===== config.mk =====
export PLATFORM = sky130hd
export DESIGN_NAME = base64_stream_encoder_top_flat
export DESIGN_NICKNAME = d
export VERILOG_FILES = /design/src/rtl/core/b64e_pkg.sv /design/src/rtl/core/b64e_in_if.sv /design/src/rtl/core/b64e_out_if.sv /design/src/rtl/core/b64e_encode.sv /design/src/rtl/core/b64e_emit.sv /design/src/rtl/core/base64_stream_encoder_top.sv /design/src/flat_wrapper.sv
export SDC_FILE = /design/constraint.sdc
export NUM_CORES = 1
export LEC_CHECK = 0
export BUFFER_PORTS_ARGS = -buffer_cell sky130_fd_sc_hd__buf_4
export CAP_MARGIN = 20
export CELL_PAD_IN_SITES_DETAIL_PLACEMENT = 0
export CELL_PAD_IN_SITES_GLOBAL_PLACEMENT = 1
export CORE_MARGIN = 4
export CORE_UTILIZATION = 48
export DETAILED_ROUTE_END_ITERATION = 6
export HOLD_SLACK_MARGIN = 0.15
export PLACE_DENSITY_LB_ADDON = 0.1
export SLEW_MARGIN = 40
export SYNTH_ARGS = -nofsm -noshare
export SYNTH_HDL_FRONTEND = slang
export SYNTH_SLANG_ARGS = --single-unit

===== constraint.sdc =====
create_clock -name clk -period 3.9 [get_ports clk]
set_clock_uncertainty 0.1 [all_clocks]
set_input_delay 0.39 -clock clk [delete_from_list [all_inputs] [get_ports clk]]
set_output_delay 0.39 -clock clk [all_outputs]
set_load 0.01 [all_outputs]

===== src/rtl/core/b64e_pkg.sv =====
// Shared types, constants and the sextet-to-ASCII map for the base64 stream encoder.
// No dependencies; b64e_encode, b64e_emit and the top level import this package.
package b64e_pkg;

  localparam int LINE_CHARS_DEF = 72;
  localparam int COL_W          = 7;
  localparam int MAX_CHARS      = 5;
  localparam int CNT_W          = 3;

  localparam logic [7:0] CHAR_NL  = 8'h0a;
  localparam logic [7:0] CHAR_PAD = 8'h3d;

  // One encoded group: four characters, optionally a newline, and the end flag.
  typedef struct packed {
    logic [MAX_CHARS-1:0][7:0] chars;
    logic [CNT_W-1:0]          count;
    logic                      fin;
  } b64e_rec_t;

  // Standard alphabet: A-Z, a-z, 0-9, '+', '/'.
  function automatic logic [7:0] sextet_char(input logic [5:0] v);
    logic [7:0] c;
    if (v < 6'd26) begin
      c = 8'h41 + {2'b00, v};
    end else if (v < 6'd52) begin
      c = 8'h61 + {2'b00, v} - 8'd26;
    end else if (v < 6'd62) begin
      c = 8'h30 + {2'b00, v} - 8'd52;
    end else if (v == 6'd62) begin
      c = 8'h2b;
    end else begin
      c = 8'h2f;
    end
    return c;
  endfunction

endpackage


===== src/rtl/core/b64e_in_if.sv =====
// Byte input channel of the base64 stream encoder: valid/ready plus payload.
// Depends on nothing.
interface b64e_in_if;
  logic       valid;
  logic       ready;
  logic [7:0] data_byte;
  logic       final_byte;

  modport source (output valid, output data_byte, output final_byte, input ready);
  modport sink (input valid, input data_byte, input final_byte, output ready);
endinterface


===== src/rtl/core/b64e_out_if.sv =====
// Character output channel of the base64 stream encoder: valid/ready plus payload.
// Depends on nothing.
interface b64e_out_if;
  logic       valid;
  logic       ready;
  logic [7:0] out_char;
  logic       last_char;

  modport source (output valid, output out_char, output last_char, input ready);
  modport sink (input valid, input out_char, input last_char, output ready);
endinterface


===== src/rtl/core/b64e_encode.sv =====
// Combinational group builder: folds one byte into the held bytes and, when a
// group closes or the message ends, builds the character record. Uses b64e_pkg.
module b64e_encode
  import b64e_pkg::*;
#(
  parameter int LINE_CHARS = LINE_CHARS_DEF
) (
  input  logic [7:0]       data_byte,
  input  logic             final_byte,
  input  logic [15:0]      pending,
  input  logic [1:0]       held,
  input  logic [COL_W-1:0] column,
  output logic             emits,
  output b64e_rec_t        rec,
  output logic [15:0]      pending_next,
  output logic [1:0]       held_next,
  output logic [COL_W-1:0] column_next
);

  logic [1:0]       held_eff;
  logic [23:0]      group;
  logic [COL_W-1:0] col_sum;
  logic             wrap;
  logic             full;

  always_comb begin
    held_eff = (held == 2'd3) ? 2'd2 : held;
    full     = (held_eff == 2'd2);
    emits    = full || final_byte;
    col_sum  = column + COL_W'(4);
    wrap     = (col_sum >= COL_W'(LINE_CHARS));

    unique case (held)
      2'd0:    group = {data_byte, 16'h0000};
      2'd1:    group = {pending[7:0], data_byte, 8'h00};
      default: group = {pending, data_byte};
    endcase

    rec.chars[0] = sextet_char(group[23:18]);
    rec.chars[1] = sextet_char(group[17:12]);
    rec.chars[2] = sextet_char(group[11:6]);
    rec.chars[3] = sextet_char(group[5:0]);
    rec.chars[4] = CHAR_NL;
    rec.fin      = final_byte;

    if (full) begin
      rec.count   = wrap ? CNT_W'(5) : CNT_W'(4);
      column_next = (final_byte || wrap) ? '0 : col_sum;
    end else begin
      // padded tail: pad does not count toward the line
      rec.chars[3] = CHAR_PAD;
      if (held_eff == 2'd0) begin
        rec.chars[2] = CHAR_PAD;
      end
      rec.count   = (column != '0) ? CNT_W'(5) : CNT_W'(4);
      column_next = final_byte ? '0 : column;
    end

    if (emits) begin
      pending_next = '0;
      held_next    = 2'd0;
    end else begin
      pending_next = {pending[7:0], data_byte};
      held_next    = held_eff + 2'd1;
    end
  end

endmodule


===== src/rtl/core/b64e_emit.sv =====
// Result register and character serializer: holds one group record and sends
// its characters one beat per cycle unless stalled. Uses b64e_pkg, b64e_out_if.
module b64e_emit
  import b64e_pkg::*;
(
  input  logic              clk,
  input  logic              rst,
  input  logic              load,
  input  b64e_rec_t         rec_in,
  output logic              can_load,
  b64e_out_if.source        out_chars
);

  b64e_rec_t        rec;
  logic             busy;
  logic [CNT_W-1:0] idx;
  logic             at_end;
  logic             take;

  always_comb begin
    at_end              = (idx == rec.count - CNT_W'(1));
    take                = busy && out_chars.ready;
    can_load            = !busy || (take && at_end);
    out_chars.valid     = busy;
    out_chars.out_char  = rec.chars[idx];
    out_chars.last_char = rec.fin && at_end;
  end

  always_ff @(posedge clk) begin
    if (rst) begin
      busy <= 1'b0;
      idx  <= '0;
    end else if (load) begin
      busy <= 1'b1;
      idx  <= '0;
    end else if (take) begin
      if (at_end) begin
        busy <= 1'b0;
        idx  <= '0;
      end else begin
        idx <= idx + CNT_W'(1);
      end
    end
  end

  always_ff @(posedge clk) begin
    if (load) begin
      rec <= rec_in;
    end
  end

endmodule


===== src/rtl/core/base64_stream_encoder_top.sv =====
// Top level of the base64 stream encoder: group state and input handshake.
// Uses b64e_pkg, b64e_in_if, b64e_out_if, b64e_encode and b64e_emit.
//
// in_bytes carries one message byte per beat, final_byte set on the last one.
// out_chars carries one ASCII character per beat: base64 characters, '=' pad
// and newlines, last_char set on the final character of the message.
// Every third byte (or the final byte) closes a group that yields four or
// five characters; other bytes only update the held bits and give no output.
// The first character of a group is valid in the cycle after the byte that
// closes it is taken. The serializer then sends one character per cycle while
// the receiver is ready. Bytes that close no group are taken even while the
// serializer is busy; a byte that closes a group is taken in the cycle the
// previous group's last character leaves, or any time the serializer is empty.
// A stalled receiver holds the current character and, once the next group is
// built, holds back the input. Reset clears held bytes, the column count and
// the serializer; no character is pending after reset.
module base64_stream_encoder_top
  import b64e_pkg::*;
#(
  parameter int LINE_CHARS = LINE_CHARS_DEF
) (
  input  logic        clk,
  input  logic        rst,
  b64e_in_if.sink     in_bytes,
  b64e_out_if.source  out_chars
);

  logic [15:0]      pending;
  logic [1:0]       held;
  logic [COL_W-1:0] column;

  logic [15:0]      pending_next;
  logic [1:0]       held_next;
  logic [COL_W-1:0] column_next;
  logic             emits;
  b64e_rec_t        rec;
  logic             can_load;
  logic             accept;

  b64e_encode #(
    .LINE_CHARS (LINE_CHARS)
  ) u_encode (
    .data_byte    (in_bytes.data_byte),
    .final_byte   (in_bytes.final_byte),
    .pending      (pending),
    .held         (held),
    .column       (column),
    .emits        (emits),
    .rec          (rec),
    .pending_next (pending_next),
    .held_next    (held_next),
    .column_next  (column_next)
  );

  b64e_emit u_emit (
    .clk       (clk),
    .rst       (rst),
    .load      (accept && emits),
    .rec_in    (rec),
    .can_load  (can_load),
    .out_chars (out_chars)
  );

  assign in_bytes.ready = !emits || can_load;
  assign accept         = in_bytes.valid && in_bytes.ready;

  always_ff @(posedge clk) begin
    if (rst) begin
      pending <= '0;
      held    <= 2'd0;
      column  <= '0;
    end else if (accept) begin
      pending <= pending_next;
      held    <= held_next;
      column  <= column_next;
    end
  end

endmodule

===== src/flat_wrapper.sv =====
// flat-port wrapper written by rule: the top's interface ports become plain ports
module base64_stream_encoder_top_flat import b64e_pkg::*;
#(
  parameter int LINE_CHARS = LINE_CHARS_DEF
)
  (clk, rst, in_bytes_valid, in_bytes_data_byte, in_bytes_final_byte, in_bytes_ready, out_chars_valid, out_chars_out_char, out_chars_last_char, out_chars_ready);
  b64e_in_if in_bytes_i ();
  b64e_out_if out_chars_i ();
  input  logic clk;
  input  logic rst;
  input wire logic [$bits(in_bytes_i.valid)-1:0] in_bytes_valid;
  input wire logic [$bits(in_bytes_i.data_byte)-1:0] in_bytes_data_byte;
  input wire logic [$bits(in_bytes_i.final_byte)-1:0] in_bytes_final_byte;
  output wire logic [$bits(in_bytes_i.ready)-1:0] in_bytes_ready;
  output wire logic [$bits(out_chars_i.valid)-1:0] out_chars_valid;
  output wire logic [$bits(out_chars_i.out_char)-1:0] out_chars_out_char;
  output wire logic [$bits(out_chars_i.last_char)-1:0] out_chars_last_char;
  input wire logic [$bits(out_chars_i.ready)-1:0] out_chars_ready;
  assign in_bytes_i.valid = in_bytes_valid;
  assign in_bytes_i.data_byte = in_bytes_data_byte;
  assign in_bytes_i.final_byte = in_bytes_final_byte;
  assign in_bytes_ready = in_bytes_i.ready;
  assign out_chars_valid = out_chars_i.valid;
  assign out_chars_out_char = out_chars_i.out_char;
  assign out_chars_last_char = out_chars_i.last_char;
  assign out_chars_i.ready = out_chars_ready;
  base64_stream_encoder_top #(.LINE_CHARS(LINE_CHARS)) u_core (.clk(clk), .rst(rst), .in_bytes(in_bytes_i), .out_chars(out_chars_i));
endmodule

Word-level counts from Yosys, hierarchy flattened
Cells that the tools add are included.
Word-level totals
  flip-flop bits (word level): 65
  input port bits: 13
  output and inout port bits: 11
  word-level logic and storage cells: 111
Operators by class
  $add $sub $neg: 24
  order comparisons: 14
  eq/ne operators: 8
  mux-type cells: 34
  reduce and logical (&&, ||, !) cells: 20
Operator list (number)
  two-way mux 8 bit: 15
  adder 7 x 6 -> 8 bit (first input constant): 8
  < comparator 6 bit (second input constant): 8
  case mux 24 bit (2 select lines): 1
  subtractor 7 x 6 -> 8 bit (second input constant): 4
  subtractor 8 x 5 -> 8 bit (second input constant): 4
  adder 6 x 6 -> 7 bit (first input constant): 4
  binary-select mux 8 bit (select 3 bit): 1
  == test 6 bit (second input constant): 4
  < comparator 6 x 5 -> 1 bit (second input constant): 4
  two-way mux 7 bit: 3
  two-way mux 16 bit: 1
  two-way mux 3 bit: 5
  adder 7 x 3 -> 7 bit (second input constant): 1
  >= comparator 7 bit (second input constant): 1
  nonzero test 7 bit: 1
  two-way mux 1 bit: 6
  nonzero test 2 bit: 3
  logical AND 1 bit: 5
  == test 2 bit (second input constant): 2
  logical NOT 2 bit: 2
  logical OR 1 bit: 4
  < comparator 3 x 4 -> 1 bit (second input constant): 1
  two-way mux 2 bit: 2
  other kinds (8): 10

Logic depth before layout (Yosys ltp)
  word-level depth: 10
  gate-level depth with buffers: 13
  depth with buffers taken out: 11

Hierarchy
Synthesis repeated with hierarchy kept, for this count alone.
Second synthesis, totals
  cell total of the unflattened synthesis: 599
  area total of the unflattened synthesis: 5576.6 µm²
By module, submodules not included
  b64e_encode: times used 1, cells each 372, area each 2466.1 µm², sequential area each 0.0 µm²
  b64e_emit: times used 1, cells each 111, area each 1930.6 µm², sequential area each 1401.3 µm²
  base64_stream_encoder_top: times used 1, cells each 116, area each 1179.9 µm², sequential area each 500.5 µm²

Worst setup path before layout
OpenSTA, ideal clock, no wires.
  path type: input-to-reg
  start point: input in_bytes_data_byte[5]
  end point: register u_core.u_emit.rec[7] in the netlist's numbering, data pin
  setup time: 0.273 ns
  data arrival time: 2.546 ns
  data required time: 3.527 ns
  path slack: 0.982 ns
  cell stages on the path: 10
  buffers on the path: 1
  cells stage by stage: clkbuf_1 > mux2i_1 > o21ai_1 > ha_1 > inv_1 > o311ai_1 > a21boi_4 > and4_1 > a21oi_1 > o211ai_2
RTL lines
  start: declaration: RTL line flat_wrapper.sv:12  | input wire logic [$bits(in_bytes_i.data_byte)-1:0] in_bytes_data_byte;
  end signal: assignment: RTL line b64e_emit.sv:48  | rec <= rec_in;
  end: declaration: RTL line b64e_emit.sv:14  | b64e_rec_t rec;

==> results.json <==
{
  "synth.net_count": 520,
  "worstPathMaxFanout": 9,
  "start_kind": "flip-flop",
  "crit_required_ps": 3880,
  "min-delay-start": "out_chars_ready",
  "drive_gt1_frac": 0.165,
  "r2r_cells": 10,
  "coreArea_sq_um": 8810,
  "outcome": "finished, final reports clean",
  "critPathArrivalTime_ps": 2980,
  "ys_types": 72,
  "hold_path_class": "in2reg",
  "clock_latency_ps": 340,
  "drt-total-wl_um": 10800,
  "clk_pin_slew_ps": 70,
  "path_class": "reg2reg",
  "synthTopCellsByArea": "edfxtp_1 23%, dfxtp_1 12%, ha_1 6.6%",
  "final_cell_mix": "49 x nor2_1, 44 x nand2_1, 34 x edfxtp_1, 30 x buf_4, 29 x inv_1",
  "cts_buffer_depth": 2,
  "max_slew_margin": 0.557,
  "area_delta_synth_final_pct": 8.64,
  "slew_viol_final": 0,
  "htreeDepth": 3,
  "io_buffers": 23,
  "yosys_warnings": 0,
  "grt_pass1_wl_um": 17500,
  "place.gp.congestion": 0.870,
  "timing.fmax_mhz": 333,
  "synthArstFlopShare": 0,
  "avgViaCountPerCell": 5.96,
  "overflow": 0,
  "antenna_found_initial": 0,
  "rows": 34,
  "nets": 535,
  "drc": 0,
  "cp-end-kind": "flip-flop",
  "synth_ff_type": "edfxtp_1",
  "grt_pass1_vias": 3232,
  "ios": 24,
  "grt_max_degree": 38,
  "cts_root_buf": "clkbuf_8",
  "die_h_um": 103,
  "dp_hpwl_um": 8120,
  "avgSynthCellArea_sq_um": 9.04,
  "holdPathEnd": "u_core.u_emit.idx[1]$_SDFFE_PP0N_",
  "n_fill_cell": 802,
  "setup_viol": 0,
  "synth-seq-area-share": 0.357,
  "numCtsBuffers": 9,
  "tritoncts_num_sinks": 61,
  "hold-path-cell-count": 3,
  "period_share": 0.769,
  "initialDrtViolationCount": 217,
  "start_util": 0.497,
  "avgRoutedWirePerCell_um": 17.7,
  "cts_tree": "yes",
  "ir_drop_uv": 191,
  "firstDrtPassIters": 5,
  "reg2reg_to": "u_core.u_emit.rec[14]$_DFFE_PP_",
  "reg2reg_from": "u_core.held[0]$_SDFFE_PP0P_",
  "setup_tns_ps": 0,
  "power_mw": 1.51,
  "tightest_slew_ps": 663,
  "track_usage": 0.217,
  "diodes": 0,
  "vias": 3648,
  "synth_seq_cells": 61,
  "die_w_um": 103,
  "final_common_cell": "nor2_1",
  "layout_min_cycle_time_ps": 3000,
  "syn_inst": 484,
  "drv_cap": 0,
  "cellPowerDensity_nw_per_um2": 318,
  "p_leak_nw": 1.74,
  "rsz0062_at_grt": "false",
  "synth_top_cell_area_share": 0.233,
  "yosysTopAreaCell": "edfxtp_1",
  "post_cts_resized": 0,
  "synth_area_sq_um": 4370,
  "r2r_slack_ps": 900,
  "synth-edff-count": 34,
  "hold_viol_final": 0,
  "ant_nets": 0,
  "die_area_sq_um": 10700
}
==> worst max-delay path by stage <==
stage	slack, ps	from	depth (start not counted)	to
after floorplan	980	in_bytes_data_byte[5]	10	u_core.u_emit.rec[7]$_DFFE_PP_
after global placement	1020	u_core.held[0]$_SDFFE_PP0P_	10	u_core.u_emit.rec[14]$_DFFE_PP_
after detailed placement	970	u_core.held[0]$_SDFFE_PP0P_	10	u_core.u_emit.rec[7]$_DFFE_PP_
after CTS	940	u_core.held[0]$_SDFFE_PP0P_	11	u_core.u_emit.rec[14]$_DFFE_PP_
after global routing	570	u_core.held[0]$_SDFFE_PP0P_	11	u_core.u_emit.rec[14]$_DFFE_PP_
final	900	u_core.held[0]$_SDFFE_PP0P_	10	u_core.u_emit.rec[14]$_DFFE_PP_
==> synth_stat cells, drive strengths merged (11+ instances only) <==
library cell  number
nor3              14
a22oi             24
nor2b             11
mux2i             11
a21oi             25
inv               31
buf               17
dfxtp             27
nor2              49
ha                23
nand3             20
nand2             44
o21ai             37
edfxtp            34
==> state kept, by name (all words and copies together) (netlist names) <==
signal and count:
u_core.u_emit.rec 34, u_core.held 2, u_core.u_emit.out_chars.valid 1, u_core.u_emit.idx 3, u_core.column 5, u_core.pending 16
==> report_power, final <==
group          switching (mW)  leakage, nW  internal, mW
Clock                   0.245       0.0811         0.227
Sequential             0.0246        0.521         0.712
Combinational           0.182         1.13         0.120
Total                   0.452         1.74          1.06
==> layer usage <==
metal,vias up,track usage,part of all wire
met5,-,0,0
met1,1704,0.317,0.48
met2,108,0.315,0.44
met4,0,0.0777,0.024
met3,18,0.0503,0.055
li1,1818,-,-
==> critical path: stages, from the launching register on <==
cell      delay (ps)
dfxtp_1          560
nor2b_2          470
nand2_1          120
and2_1           210
inv_1            160
ha_1             200
and3_1           160
a311oi_1          60
o21ai_1          320
nor2_1           100
o31a_1           290
==> layout make-up <==
class	instances	area, sq um	area share
Multi-Input combinational cell	365	2540	0.535
Clock buffer	11	131	0.0276
Tap cell	108	135	0.0284
Sequential cell	61	1560	0.329
Clock inverter	5	27.5	0.00579
Timing Repair Buffer	31	235	0.0495
Inverter	31	116	0.0245
==> timing repair <==
action | in CTS | in global routing
buffers inserted | 0 | 0
hold buffers | 1 | 0
endpoints found under the hold margin | 1 | 0
==> per-stage QoR <==
step	util	area (sq um)	std cells	setup slack (ps)	hold WS, ps
after floorplan	-	4370	484	982	379
after global placement	0.520	4580	595	1020	393
after detailed placement	0.520	4580	595	967	407
after CTS	0.540	4750	612	941	227
after global routing	0.540	4750	612	568	229
final	0.540	4750	612	900	239
==> cell families (layout without fill, tap and decap cells) <==
group,after synthesis,in the layout,share of synthesized area
multiplexers,23,23,0.0870
adder cells (fa/ha/maj),23,23,0.0658
AO/OA/AOI/OAI,133,133,0.208
XOR/XNOR,7,7,0.0140
other,1,1,0.000857
buffers and inverters,58,78,0.0615
flip-flops,61,61,0.357
AND/OR/NAND/NOR,178,178,0.206
Note: power is estimated with default switching activity, not from simulation.
